==> config.mk <==
export PLATFORM = sky130hd
export DESIGN_NAME = sstf_disk_request_scheduler_unit
export DESIGN_NICKNAME = d
export VERILOG_FILES = /design/src/rtl/sstf_pkg.sv /design/src/rtl/sstf_disk_request_scheduler_unit.sv
export SDC_FILE = /design/constraint.sdc
export NUM_CORES = 1
export LEC_CHECK = 0
export CAP_MARGIN = 30
export CORE_UTILIZATION = 40
export DETAILED_ROUTE_END_ITERATION = 10
export DONT_BUFFER_PORTS = 1
export GPL_ROUTABILITY_DRIVEN = 1
export SYNTH_ARGS = -nofsm -noshare
export SYNTH_HDL_FRONTEND = slang
export SYNTH_SLANG_ARGS = --single-unit
export TNS_END_PERCENT = 10
==> constraint.sdc <==
create_clock -name clk_i -period 4.75 [get_ports clk_i]
set_clock_uncertainty 0.15 [all_clocks]
set_input_delay 0.95 -clock clk_i [delete_from_list [all_inputs] [get_ports clk_i]]
set_output_delay 0.95 -clock clk_i [all_outputs]
set_load 0.01 [all_outputs]
==> src/rtl/sstf_pkg.sv <==
// Package for the SSTF disk request scheduler.
// Field widths, register map codes and default sizes; no dependencies.
package sstf_pkg;

  localparam int TrackW = 8;
  localparam int DepthW = 5;
  localparam int DataW  = 32;
  localparam int AddrW  = 3;

  localparam int QueueDepthDef = 16;
  localparam int TrackCountDef = 200;

  localparam logic [DepthW-1:0] DepthReset = 5'd10;

  // Register index, taken from paddr[2]
  localparam logic RegStartTrack  = 1'b0;
  localparam logic RegActiveDepth = 1'b1;

endpackage

==> src/rtl/sstf_disk_request_scheduler_unit.sv <==
// Top level of the SSTF disk request scheduler: queue, nearest-track sequencer, APB registers.
// Depends on sstf_pkg.
//
// Each request on the slave stream is accepted only when the scheduler is idle. One
// comparator walks the queue slot by slot (one slot per cycle, read from a registered
// memory) for every accepted request. When the queue holds at least active_depth tracks
// (capped at QUEUE_DEPTH), the request first serves the pending track nearest the head and
// emits it with its seek distance. A request with tlast set then drains the queue, one
// extra scan per pending track; tlast on the master side marks the final result of that
// drain. Writing start_track moves the head at once. The track and distance payloads are
// 8 bits wide.
module sstf_disk_request_scheduler_unit import sstf_pkg::*; #(
  parameter int QUEUE_DEPTH = QueueDepthDef,
  parameter int TRACK_COUNT = TrackCountDef
) (
  input  logic             clk_i,
  input  logic             rst_ni,

  input  logic             s_axis_tvalid,
  output logic             s_axis_tready,
  input  logic [7:0]       s_axis_tdata,   // [7:0] track
  input  logic             s_axis_tlast,   // end_of_stream

  output logic             m_axis_tvalid,
  input  logic             m_axis_tready,
  output logic [15:0]      m_axis_tdata,   // [7:0] served_track, [15:8] seek_distance
  output logic             m_axis_tlast,   // last

  input  logic             psel,
  input  logic             penable,
  input  logic             pwrite,
  input  logic [AddrW-1:0] paddr,
  input  logic [DataW-1:0] pwdata,
  output logic [DataW-1:0] prdata,
  output logic             pready
);

  localparam int IdxW = (QUEUE_DEPTH > 1) ? $clog2(QUEUE_DEPTH) : 1;
  localparam int OccW = $clog2(QUEUE_DEPTH + 1);
  localparam logic [IdxW-1:0]   LastIdx  = IdxW'(QUEUE_DEPTH - 1);
  localparam logic [OccW-1:0]   OccDepth = OccW'(QUEUE_DEPTH);
  localparam logic [TrackW-1:0] TrackMax =
    (TRACK_COUNT > 256) ? 8'hFF : TrackW'(TRACK_COUNT - 1);

  localparam logic [2:0] S_IDLE     = 3'd0;
  localparam logic [2:0] S_SCAN     = 3'd1;
  localparam logic [2:0] S_SCAN_END = 3'd2;
  localparam logic [2:0] S_SERVE    = 3'd3;
  localparam logic [2:0] S_INSERT   = 3'd4;

  logic [2:0]             state_q;
  logic [IdxW-1:0]        scan_idx_q;
  logic [OccW-1:0]        occ_q;
  logic [QUEUE_DEPTH-1:0] valid_q;
  logic [TrackW-1:0]      head_q;
  logic [TrackW-1:0]      start_q;
  logic [DepthW-1:0]      depth_q;
  logic                   drain_q;
  logic                   need_serve_q;
  logic                   eos_q;
  logic [TrackW-1:0]      trk_q;
  logic                   cmp_en_q;
  logic [IdxW-1:0]        cmp_idx_q;
  logic [TrackW-1:0]      rd_data_q;
  logic                   best_found_q;
  logic [IdxW-1:0]        best_idx_q;
  logic [TrackW-1:0]      best_trk_q;
  logic [TrackW-1:0]      best_dist_q;
  logic                   free_found_q;
  logic [IdxW-1:0]        free_idx_q;
  logic                   out_valid_q;
  logic [TrackW-1:0]      out_trk_q;
  logic [TrackW-1:0]      out_dist_q;
  logic                   out_last_q;
  logic [TrackW-1:0]      mem_q [QUEUE_DEPTH];

  logic [OccW-1:0]   eff_depth;
  logic [TrackW-1:0] cmp_dist;
  logic [TrackW-1:0] in_trk;
  logic [TrackW-1:0] cfg_trk;
  logic              cfg_wr;
  logic              out_free;
  logic              scan_first;

  always_comb begin
    if (depth_q == '0) begin
      eff_depth = OccW'(1);
    end else if (32'(depth_q) > QUEUE_DEPTH) begin
      eff_depth = OccDepth;
    end else begin
      eff_depth = OccW'(depth_q);
    end
  end

  assign cmp_dist   = (rd_data_q >= head_q) ? rd_data_q - head_q : head_q - rd_data_q;
  assign in_trk     = (32'(s_axis_tdata) >= TRACK_COUNT) ? TrackMax : s_axis_tdata;
  assign cfg_trk    = (32'(pwdata[7:0]) >= TRACK_COUNT) ? TrackMax : pwdata[7:0];
  assign cfg_wr     = psel && penable && pwrite && pready;
  assign out_free   = !out_valid_q || m_axis_tready;
  assign scan_first = (scan_idx_q == '0);

  assign s_axis_tready = (state_q == S_IDLE);
  assign m_axis_tvalid = out_valid_q;
  assign m_axis_tdata  = {out_dist_q, out_trk_q};
  assign m_axis_tlast  = out_last_q;
  assign pready        = 1'b1;
  assign prdata        = (paddr[2] == RegActiveDepth) ? {27'd0, depth_q} : {24'd0, start_q};

  // Queue storage, one write port for insert and one registered read port for the scan
  always_ff @(posedge clk_i) begin
    if (state_q == S_INSERT && free_found_q) begin
      mem_q[free_idx_q] <= trk_q;
    end
    rd_data_q <= mem_q[scan_idx_q];
    cmp_idx_q <= scan_idx_q;
  end

  always_ff @(posedge clk_i or negedge rst_ni) begin
    if (!rst_ni) begin
      state_q      <= S_IDLE;
      scan_idx_q   <= '0;
      occ_q        <= '0;
      valid_q      <= '0;
      head_q       <= '0;
      start_q      <= '0;
      depth_q      <= DepthReset;
      drain_q      <= 1'b0;
      need_serve_q <= 1'b0;
      eos_q        <= 1'b0;
      trk_q        <= '0;
      cmp_en_q     <= 1'b0;
      best_found_q <= 1'b0;
      best_idx_q   <= '0;
      best_trk_q   <= '0;
      best_dist_q  <= '0;
      free_found_q <= 1'b0;
      free_idx_q   <= '0;
      out_valid_q  <= 1'b0;
      out_trk_q    <= '0;
      out_dist_q   <= '0;
      out_last_q   <= 1'b0;
    end else begin
      if (m_axis_tvalid && m_axis_tready) begin
        out_valid_q <= 1'b0;
      end
      cmp_en_q <= (state_q == S_SCAN) && valid_q[scan_idx_q];

      if (cfg_wr) begin
        if (paddr[2] == RegStartTrack) begin
          start_q <= pwdata[7:0];
          head_q  <= cfg_trk;
        end else begin
          depth_q <= pwdata[4:0];
        end
      end

      // shared nearest-track comparator, one slot per cycle
      if (cmp_en_q && (!best_found_q || cmp_dist < best_dist_q)) begin
        best_found_q <= 1'b1;
        best_idx_q   <= cmp_idx_q;
        best_trk_q   <= rd_data_q;
        best_dist_q  <= cmp_dist;
      end else if (state_q == S_SCAN && scan_first) begin
        best_found_q <= 1'b0;
      end

      case (state_q)
        S_IDLE: begin
          if (s_axis_tvalid) begin
            trk_q        <= in_trk;
            eos_q        <= s_axis_tlast;
            need_serve_q <= (occ_q >= eff_depth);
            drain_q      <= 1'b0;
            scan_idx_q   <= '0;
            state_q      <= S_SCAN;
          end
        end
        S_SCAN: begin
          // lowest free slot
          if (!valid_q[scan_idx_q] && (scan_first || !free_found_q)) begin
            free_found_q <= 1'b1;
            free_idx_q   <= scan_idx_q;
          end else if (scan_first) begin
            free_found_q <= 1'b0;
          end
          if (scan_idx_q == LastIdx) begin
            state_q <= S_SCAN_END;
          end else begin
            scan_idx_q <= scan_idx_q + IdxW'(1);
          end
        end
        S_SCAN_END: begin
          state_q <= S_SERVE;
        end
        S_SERVE: begin
          if (!drain_q && (!need_serve_q || !best_found_q)) begin
            state_q <= S_INSERT;
          end else if (drain_q && !best_found_q) begin
            state_q <= S_IDLE;
          end else if (out_free) begin
            out_valid_q         <= 1'b1;
            out_trk_q           <= best_trk_q;
            out_dist_q          <= best_dist_q;
            out_last_q          <= drain_q && (occ_q == OccW'(1));
            head_q              <= best_trk_q;
            valid_q[best_idx_q] <= 1'b0;
            occ_q               <= occ_q - OccW'(1);
            scan_idx_q          <= '0;
            if (!drain_q) begin
              if (!free_found_q || best_idx_q < free_idx_q) begin
                free_found_q <= 1'b1;
                free_idx_q   <= best_idx_q;
              end
              state_q <= S_INSERT;
            end else if (occ_q == OccW'(1)) begin
              state_q <= S_IDLE;
            end else begin
              state_q <= S_SCAN;
            end
          end
        end
        S_INSERT: begin
          if (free_found_q) begin
            valid_q[free_idx_q] <= 1'b1;
            occ_q               <= occ_q + OccW'(1);
          end
          scan_idx_q <= '0;
          if (eos_q) begin
            drain_q <= 1'b1;
            state_q <= S_SCAN;
          end else begin
            state_q <= S_IDLE;
          end
        end
        default: begin
          state_q <= S_IDLE;
        end
      endcase
    end
  end

  a_occ_matches_valid: assert property (@(posedge clk_i) disable iff (!rst_ni)
    occ_q == OccW'($countones(valid_q)))
    else $error("occupancy count out of step with slot valid bits");

  a_drain_has_entry: assert property (@(posedge clk_i) disable iff (!rst_ni)
    (state_q == S_SERVE && drain_q) |-> best_found_q)
    else $error("drain scan found no pending track");

  a_insert_has_slot: assert property (@(posedge clk_i) disable iff (!rst_ni)
    (state_q == S_INSERT) |-> free_found_q)
    else $error("insert without a free slot");

endmodule

After elaboration in Yosys (flattened, before gate mapping)
Memory sizes are Yosys's and may differ from the RTL's. A register that Yosys moved wholly into a read port is not among the register bits.
Index checks and enable logic that the tools add are counted.

word-level totals
  flip-flop bits (word level) = 109
  RAM bits = 128
  bits of input ports = 51
  memories = 1

cells by class
  add/subtract/negate cells = 5
  order comparisons = 12
  equality and inequality tests = 19
  multiplexer cells = 70
  bitwise gates (word level) = 6
  reductions and logical operators = 42

memory list
  memory  depth  width  read ports  clocked after Yosys merged registers in  wr ports  line                                    text
  mem_q   16     8      1           1                                        1         sstf_disk_request_scheduler_unit.sv:75  logic [TrackW-1:0] mem_q [QUEUE_DEPTH];

operator list
  operator                                                                             number
  8-bit two-way mux                                                                    10
  16-bit two-way mux                                                                   4
  4-bit two-way mux                                                                    11
  16-bit case mux with 2 select lines                                                  1
  5-bit two-way mux                                                                    6
  1-bit two-way mux                                                                    23
  3-bit two-way mux                                                                    6
  2-bit inequality test, second input constant                                         9
  16-bit AND                                                                           1
  8-bit greater-or-equal comparator, second input constant                             2
  16-bit NOT                                                                           1
  16-bit OR                                                                            1
  4-bit case mux with 4 select lines                                                   1
  8-bit subtractor                                                                     2
  4-bit by 5-bit less-than comparator with 1-bit output, second input constant         3
  3-bit case mux with 5 select lines                                                   1
  7-bit AND reduction                                                                  2
  1-bit logical AND                                                                    13
  5-bit case mux with 2 select lines                                                   1
  1-bit demux with 4-bit select                                                        2
  4-bit by 1-bit greater-or-equal comparator with 1-bit output, second input constant  2
  8-bit greater-or-equal comparator                                                    1
  8-bit less-than comparator                                                           1
  4-bit case mux with 2 select lines                                                   1
  29 further kinds                                                                     49

Depth between registers and ports, before layout
Gate-level depths: netlist (run 1).

  word-level depth = 10
  depth in mapped cells = 18

Worst setup path after synthesis (run 1)
No wires, ideal clock.

  path type = register -> register
  start = register head_q[0]
  end = register best_idx_q[0]
  data arrival time = 3650 ps
  path slack = 825 ps
  cell stages (with the launch flop) = 15
  cells stage by stage = dfrtp_1 ha_1 inv_1 fa_1 a21o_1 a221oi_4 nand2_1 a2111oi_0 a211oi_1 ha_1 and3_1 a21o_1 a31oi_1 buf_2 mux2_2

between the ends
  cells in the longest elaborated chain, start to end = 5
  elaborated cells on any way between the ends = 7
  those cells by class = 2 x add/sub; 2 x order compare; 1 x mux; 2 x reduce/logical

ends and longest elaborated chain
  item                                                                          line                                     text
  from (decl)                                                                   sstf_disk_request_scheduler_unit.sv:55   logic [TrackW-1:0] head_q;
  from (signal assigned)                                                        sstf_disk_request_scheduler_unit.sv:151  head_q <= cfg_trk;
  from (signal assigned)                                                        sstf_disk_request_scheduler_unit.sv:205  head_q <= best_trk_q;
  8-bit subtractor / 8-bit greater-or-equal comparator (equally long branches)  sstf_disk_request_scheduler_unit.sv:95   assign cmp_dist = (rd_data_q >= head_q) ? rd_data_q - head_q : head_q - rd_data_q;
  8-bit two-way mux *                                                           sstf_disk_request_scheduler_unit.sv:95
  via cmp_dist[7]                                                               sstf_disk_request_scheduler_unit.sv:78   logic [TrackW-1:0] cmp_dist;
  8-bit less-than comparator *                                                  sstf_disk_request_scheduler_unit.sv:158  if (cmp_en_q && (!best_found_q || cmp_dist < best_dist_q)) begin
  1-bit logical OR *                                                            sstf_disk_request_scheduler_unit.sv:158
  1-bit logical AND *                                                           sstf_disk_request_scheduler_unit.sv:158
  to (signal assigned)                                                          sstf_disk_request_scheduler_unit.sv:160  best_idx_q <= cmp_idx_q;
  to (decl)                                                                     sstf_disk_request_scheduler_unit.sv:66   logic [IdxW-1:0] best_idx_q;

Mark *: on every way through the listed nets, which the timed path passes. The rest lies on a longest branch.
A chain may end at the register's enable or synchronous reset.

Worst setup path after layout (run 1)
  start = register head_q[0]
  end = register best_dist_q[7]

between the ends
  cells in the longest elaborated chain, start to end = 5
  elaborated cells on any way between the ends = 7
  those cells by class = 2 x add/sub; 2 x order compare; 1 x mux; 2 x reduce/logical

ends and longest elaborated chain
  item                                                                          line                                     text
  8-bit subtractor / 8-bit greater-or-equal comparator (equally long branches)  sstf_disk_request_scheduler_unit.sv:95
  8-bit two-way mux *                                                           sstf_disk_request_scheduler_unit.sv:95
  via cmp_dist[7]                                                               sstf_disk_request_scheduler_unit.sv:78
  8-bit less-than comparator                                                    sstf_disk_request_scheduler_unit.sv:158
  1-bit logical OR                                                              sstf_disk_request_scheduler_unit.sv:158
  1-bit logical AND                                                             sstf_disk_request_scheduler_unit.sv:158
  to (signal assigned)                                                          sstf_disk_request_scheduler_unit.sv:162  best_dist_q <= cmp_dist;
  to (decl)                                                                     sstf_disk_request_scheduler_unit.sv:68   logic [TrackW-1:0] best_dist_q;

Marked as above.

==> impl_results.md, run 1 <==
* Run status: finished, final reports clean
* Postcts setup bufs at 0
* Slew HR at 0.334
* WS Path Type: flip-flop to flip-flop
* Overall power at approximately 8.1 mW
* Synth warn at 0
* IO Port Bufs at 0
* Worst setup margin at around 0.59 ns
* Fin nets at 903
* CP Data Required Time at approximately 5.0 ns
* Period utilization at 0.875
* Die ar. at ~28,000 um^2
* Worst reg-to-reg path cell count at 15
* Post-CTS resize count at 0
* Commonest non-fill, non-tap cells in the layout: 128 x edfxtp_1, 102 x dfrtp_1, 94 x nand2_1
* EDFF count, synth at around 130
* Die H at 168 um
* DR DRC count at 0
* Starting density of the core at 0.408
* Starting DRT DRC Count at approximately 480
* Design area at between 10,000 and 15,000 um^2
* Sequential cell area at 6720 um^2
* #FFs+latches synth at roughly 250
* TritonRoute pass-1 iters at 5
* Num CTS Buffers at 26
* H-tree depth at 1
* Core ar. at 27,000 um^2
* # fillers at 2,378
* Hpwl dp at approximately 15,000 um
* VDD IR max at ~0.37 mV
* Mapped Cells at a little over 800
* Crit path from: head_q[0]$_DFF_PN0_
* # rows at 60
* # clock sinks at between 200 and 250
* Main synth FF type: edfxtp_1
* Max-slew violations at 0
* Final design utilization at 0.453
* Worst-Skew Late Latency at about 0.54 ns
* GPL Wtd Cong at between 0.8 and 0.9
* First-pass GRT wire length at 35,400 um
* Fmax at about 240 MHz
* Crit path max fanout at 11
* Chip width at ~170 um
* CTS tree: built
* Area share of the largest cell type after synthesis at 0.348
* Cell count after placement at roughly 1.1k
* Worst-Margin Slew at about 1.0 ns
* Area occupied by multi-input gates at a little under 4000 um^2
* Global Route Usage Sum at 0.162
* P&R area growth vs syn at 11.1%
* Clk slew on worst S/H paths at roughly 0.06 ns
* Inserted Diodes at 0
* Final setup TNS at 0 ns
* Hold Path Class: input pin to asynchronous set/reset pin
* Share of layout cells above drive strength 1 at 0.187
* Max clock buf depth at 3
* Cell taking the most area after synthesis: edfxtp_1
* GR Util met1 at 0.236
* Vias in the first global route at between 6k and 7k
* Antenna violations before repair at 1
* Setup WS pre-CTS at ~0.63 ns
* Largest net degree at the start of global routing at 104
* Number of max-cap violations at 0
* CP Launch Type: flip-flop
* Final min period at slightly above 4 ns
* Yosys cell types at 55
* Pwr/cell area at between 600 and 700 nW/um^2
* Boundary Pins at 103
* Ys async rst share at 0.429
* RSZ-0062 raised after global routing: false
* Final antenna-violating net count at 0
* Mapped cell area at 11,000 um^2
* Final wirelength at 22,400 um
* Critical Path AT at about 4.4 ns
* Sequential area share after synthesis at 0.608
* Terminus of the critical flop-to-flop path: best_dist_q[7]$_DFFE_PN0P_
* GRT busiest layer: met2
* GR Layer Usage met3 at 0.0252
* Root buffer cell: clkbuf_16
* Final Hold Slack at ~0.097 ns
* Avg Cell Area, Syn at approximately 14 um^2
* Via count at about 6.3k
* Leakage power at 4.67 nW
* Final Hold Fails at 0
* CP Capture Type: flip-flop
* Post-Layout Cell Count at 1,176
* Routed len/inst at about 19 um
* GRT overflow at 0
* FF-to-FF setup slack at around 0.59 ns
* RR Startpoint: head_q[0]$_DFF_PN0_
* Setup violations, final at 0
* Placed cell area at approximately 11,000 um^2
* Via/cell ratio at roughly 5.3
* Synth area leaders: edfxtp_1 35%, dfrtp_1 23%, mux4_2 9.0%
* GR Util met2 at 0.255
* Most common cell after layout, fill and taps aside: edfxtp_1
logic make-up (layout without fill, tap and decap cells):
group / count (synthesis) / count (layout) / share of synthesized area
multiplexers: 92 / 92 / 0.138
adder cells (fa/ha/maj): 37 / 37 / 0.0433
buffers and inverters: 101 / 105 / 0.0473
flip-flops: 245 / 245 / 0.608
XOR/XNOR: 10 / 10 / 0.00794
AND/OR/NAND/NOR: 201 / 201 / 0.0808
AO/OA/AOI/OAI: 120 / 120 / 0.0738
other: 2 / 25 / 0.000681
power breakdown:
| part | internal [mW] | switching [mW] |
|---|---|---|
| Combinational | 1.31 | 1.29 |
| Sequential | 2.77 | 0.568 |
| Clock | 1.30 | 0.833 |
per-layer routing:
layer	share of wire	up-vias
met5	0	-
met1	0.48	3162
li1	-	2929
met3	0.036	31
met2	0.46	129
met4	0.024	0
final cells by class:
| cell class | count | share of cell area |
|---|---|---|
| flip-flops and latches | 245 | 0.548 |
| multi-input cells | 485 | 0.318 |
| clock buffers | 36 | 0.0595 |
| well taps | 341 | 0.0348 |
| clock inverters | 12 | 0.0154 |
| inverters | 41 | 0.0126 |
| repair buffers | 16 | 0.0114 |
worst max path at each step:
| stage | to | slack (ns) |
|---|---|---|
| 6_report | best_dist_q[7]$_DFFE_PN0P_ | 0.59 |
| 5_1_grt | best_dist_q[7]$_DFFE_PN0P_ | 0.29 |
| 4_1_cts | best_dist_q[7]$_DFFE_PN0P_ | 0.59 |
| 3_5_place_dp | best_dist_q[7]$_DFFE_PN0P_ | 0.63 |
| 3_3_place_gp | best_dist_q[7]$_DFFE_PN0P_ | 0.64 |
| 2_1_floorplan | best_idx_q[0]$_DFFE_PN0P_ | 0.83 |
critical path, cell delays in order (launching register included):
cell and delay, ns:
dfrtp_1 0.38, ha_1 0.19, inv_1 0.06, fa_1 0.38, a21o_1 0.23, a221oi_4 0.34, nand2_1 0.09, a2111oi_0 0.61
a211oi_1 0.11, ha_1 0.32, and3_1 0.19, a21o_1 0.18, a31oi_2 0.16, buf_4 0.22, a21bo_2 0.24, o32ai_1 0.20
state kept, by name, indices dropped and copies added (netlist names), 3 cells and up:
register,cells
mem_q,128
valid_q,16
best_dist_q,8
best_trk_q,8
head_q,8
out_dist_q,8
out_trk_q,8
rd_data_q,8
start_q,8
trk_q,8
depth_q,5
occ_q,5
best_idx_q,4
cmp_idx_q,4
free_idx_q,4
scan_idx_q,4
state_q,3
synth_stat cells (all sizes together), types with 3 or more instances:
cell and instances:
xor2 5, mux4 44, o21ai 36, a21oi 26
o21a 5, nor2 50, mux2i 10, o22a 4
edfxtp 128, and3 4, a41oi 6, o221ai 3
nand4 9, and2 3, mux2 38, ha 35
nand2b 9, clkbuf 22, xnor2 5, inv 41
dfrtp 103, o221a 4, nand2 94, a31oi 12
nor3 13, buf 37, nor2b 6, nand3 9
dfxtp 12, a21o 9
what timing repair did:
item,CTS,global route
hold endpoints to repair,103,0
hold buffers,1,0
endpoints found under the setup margin,0,0
(Power assumes the default switching activity.)
==> inputs of run 2 (changes only) <==
--- a/config.mk
+++ b/config.mk
@@ -5,11 +5,14 @@
 export SDC_FILE = /design/constraint.sdc
 export NUM_CORES = 1
 export LEC_CHECK = 0
+export ABC_AREA = 1
 export CAP_MARGIN = 30
+export CORE_MARGIN = 10
 export CORE_UTILIZATION = 40
 export DETAILED_ROUTE_END_ITERATION = 10
 export DONT_BUFFER_PORTS = 1
 export GPL_ROUTABILITY_DRIVEN = 1
+export HOLD_SLACK_MARGIN = 0.08
 export SYNTH_ARGS = -nofsm -noshare
 export SYNTH_HDL_FRONTEND = slang
 export SYNTH_SLANG_ARGS = --single-unit
==> impl_results.md, run 2 <==
* Slowest stage delay, CP at about 0.40 ns
* Final min period at about 3.4 ns
* DR DRC count at 0
* First-pass GRT wire length at 43,100 um
* # rows at slightly above 60
* #FFs+latches synth at roughly 250
* Commonest cells post-synth: 251 x nand2_1, 128 x edfxtp_1, 125 x nor2_1, 104 x o21ai_0, 103 x dfrtp_1
* Via count at between 8k and 9k
* Root buffer cell: clkbuf_16
* RSZ-0062 raised after global routing: false
* Largest net degree at the start of global routing at 104
* FF-to-FF setup slack at around 1.4 ns
* Chip width at approximately 190 um
* CP delay by family, top: adder cells
* Largest Register: mem_q
* Cell taking the most area after synthesis: edfxtp_1
* Mapped Cells at about 1.2k
* Hpwl dp at 18,500 um
* Crit path from: rd_data_q[0]$_DFF_P_
* Largest registers: mem_q: 128 flops, valid_q: 16 flops
* VDD IR max at 0.441 mV
* Commonest non-fill, non-tap cells in the layout: 251 x nand2_1, 128 x edfxtp_1, 125 x nor2_1
* Worst-Margin Slew at roughly 1.1 ns
* Worst Setup EP: best_idx_q[1]$_DFFE_PN0P_
* Hold Path Class: input pin to asynchronous set/reset pin
* # clock sinks at roughly 250
* Global Route Usage Sum at 0.149
* Vias in the first global route at around 7.7k
* Num CTS Buffers at 27
* Design area at about 13,000 um^2
* Max clock buf depth at 3
* Yosys cell types at slightly below 50
* Most common cell in the netlist: nand2_1
* Critical Path AT at around 3.6 ns
* Postcts setup bufs at 0
* Placed cell area at between 10,000 and 15,000 um^2
* Critical path buffers and inverters at 5
* Worst reg-to-reg path cell count at 20
* Synth warn at 0
* Synth area leaders: edfxtp_1 33%, dfrtp_1 22%, nand2_1 8.2%
* Avg Cell Area, Syn at 9.78 um^2
* Final antenna-violating net count at 0
* RR Startpoint: rd_data_q[0]$_DFF_P_
* Terminus of the critical flop-to-flop path: best_idx_q[1]$_DFFE_PN0P_
* CTS tree: built
* CP Data Required Time at approximately 5.0 ns
* Starting DRT DRC Count at ~460
* Crit-path cells: inv_1 > ha_1 > inv_1 > fa_1 > nand2_1 > nand2_1 > nand2_1 > nand3_4 > inv_2 > nand2_1 > nand2_1 > inv_1 > ha_1 > a21oi_1 > o21a_1 > nand2_1 > nand2_1 > nand2_1 > inv_1 > o21ai_0
* Crit path max fanout at 13
* Antenna violations before repair at 0
* Die H at roughly 190 um
* Final setup TNS at 0 ns
* Run status: finished, final reports clean
* IO Port Bufs at 0
* P&R area growth vs syn at 10.7%
* # fillers at roughly 2.8k
* Worst-Skew Late Latency at between 0.5 and 0.6 ns
* Final wirelength at around 27,000 um
* Main synth FF type: edfxtp_1
* Max-slew violations at 0
* Period utilization at 0.707
* Pwr/cell area at roughly 690 nW/um^2
* GRT overflow at 0
* Fin nets at 1,268
* Fmax at 298 MHz
* Boundary Pins at slightly above 100
* CP Capture Type: flip-flop
* Clk slew on worst S/H paths at 0.06 ns
* Area share of the largest cell type after synthesis at 0.334
* Starting density of the core at 0.403
* Crit path max-delay cell type: fa_1
* H-tree depth at 1
* Leakage power at 5.36 nW
* Most common cell after layout, fill and taps aside: nand2_1
* Routed len/inst at around 17 um
* Ys async rst share at 0.429
* Core ar. at roughly 29,000 um^2
* Via/cell ratio at 5.06
* Largest register FFs at between 100 and 150
* Die ar. at ~36,000 um^2
* Final design utilization at 0.447
* EDFF count, synth at around 130
* WS Path Type: flip-flop to flip-flop
* Share of layout cells above drive strength 1 at 0.0958
* Sequential area share after synthesis at 0.583
* Mapped cell area at about 12,000 um^2
* CP Launch Type: flip-flop
* Inserted Diodes at 0
* TritonRoute pass-1 iters at 5
* Slew HR at 0.290
* Number of max-cap violations at 0
* Final Hold Fails at 0
* Setup violations, final at 0
* Critical path's most frequent cell: nand2_1
* Critical Path Stages at 20
* GPL Wtd Cong at ~0.88
run 2: changes by cell type in the layout (fill, tap and decap cells not counted), sizes merged, moves of 9 or more:
cell	delta
nor2	+84
mux2i	-10
inv	+75
o22ai	+33
nand2b	-9
nor3	+14
mux4	-44
mux2	-37
a21oi	+23
o21ai	+94
nand2	+163
a31oi	-12
nand3	+20
run 2: layout make-up:
cell class | count | area [um^2] | area share
multi-input combinational | 774 | 4080 | 0.320
clock buffer | 33 | 698 | 0.0548
timing repair buffer | 18 | 169 | 0.0133
inverter | 114 | 430 | 0.0338
clock inverter | 17 | 174 | 0.0136
sequential | 245 | 6720 | 0.527
tap | 384 | 480 | 0.0377
run 2: per-stage QoR:
stage	power, mW	instances	hold slack (ns)	setup WS, ns
finish	8.85	1585	0.107	1.39
CTS	8.93	1583	0.0808	1.40
global placement	6.76	1529	0.269	1.48
detailed placement	6.83	1532	0.286	1.40
global route	9.55	1585	0.0841	1.09
floorplan	5.87	1201	0.236	1.81
run 2: worst min-delay path by stage:
stage	end	start
2_1_floorplan	cmp_idx_q[1]$_DFF_P_	scan_idx_q[1]$_DFFE_PN0P_
6_report	depth_q[1]$_DFFE_PN1P_	rst_ni
3_3_place_gp	best_idx_q[3]$_DFFE_PN0P_	cmp_idx_q[3]$_DFF_P_
4_1_cts	depth_q[3]$_DFFE_PN1P_	rst_ni
5_1_grt	depth_q[1]$_DFFE_PN1P_	rst_ni
3_5_place_dp	best_idx_q[2]$_DFFE_PN0P_	cmp_idx_q[2]$_DFF_P_
run 2: repair_timing:
action | 4_1_cts | 5_1_grt
endpoints found under the setup margin | 0 | 0
resized for setup | 0 | 0
hold buffers | 1 | 1
endpoints found under the hold margin | 103 | 1
run 2: logic make-up after synthesis:
| kind of cell | share of synthesized area |
|---|---|
| simple gates | 0.181 |
| compound gates | 0.111 |
| other cells | 0.000652 |
| mux | 0.000978 |
| xor+xnor | 0.00913 |
| buf+inv | 0.0731 |
| fa+ha+maj | 0.0415 |
| flops | 0.583 |
run 2: report_power, final:
group | switching [mW] | total (mW) | leakage, nW | internal (mW)
Clock | 0.843 | 2.06 | 0.431 | 1.21
Combinational | 2.37 | 3.56 | 2.39 | 1.19
Sequential | 0.461 | 3.23 | 2.54 | 2.77
run 2: layer usage:
metal	global-route usage	vias up	part of all wire
met1	0.197	3864	0.45
li1	-	3910	-
met4	0.0427	0	0.025
met5	0	-	0
met3	0.0306	46	0.064
met2	0.245	201	0.46
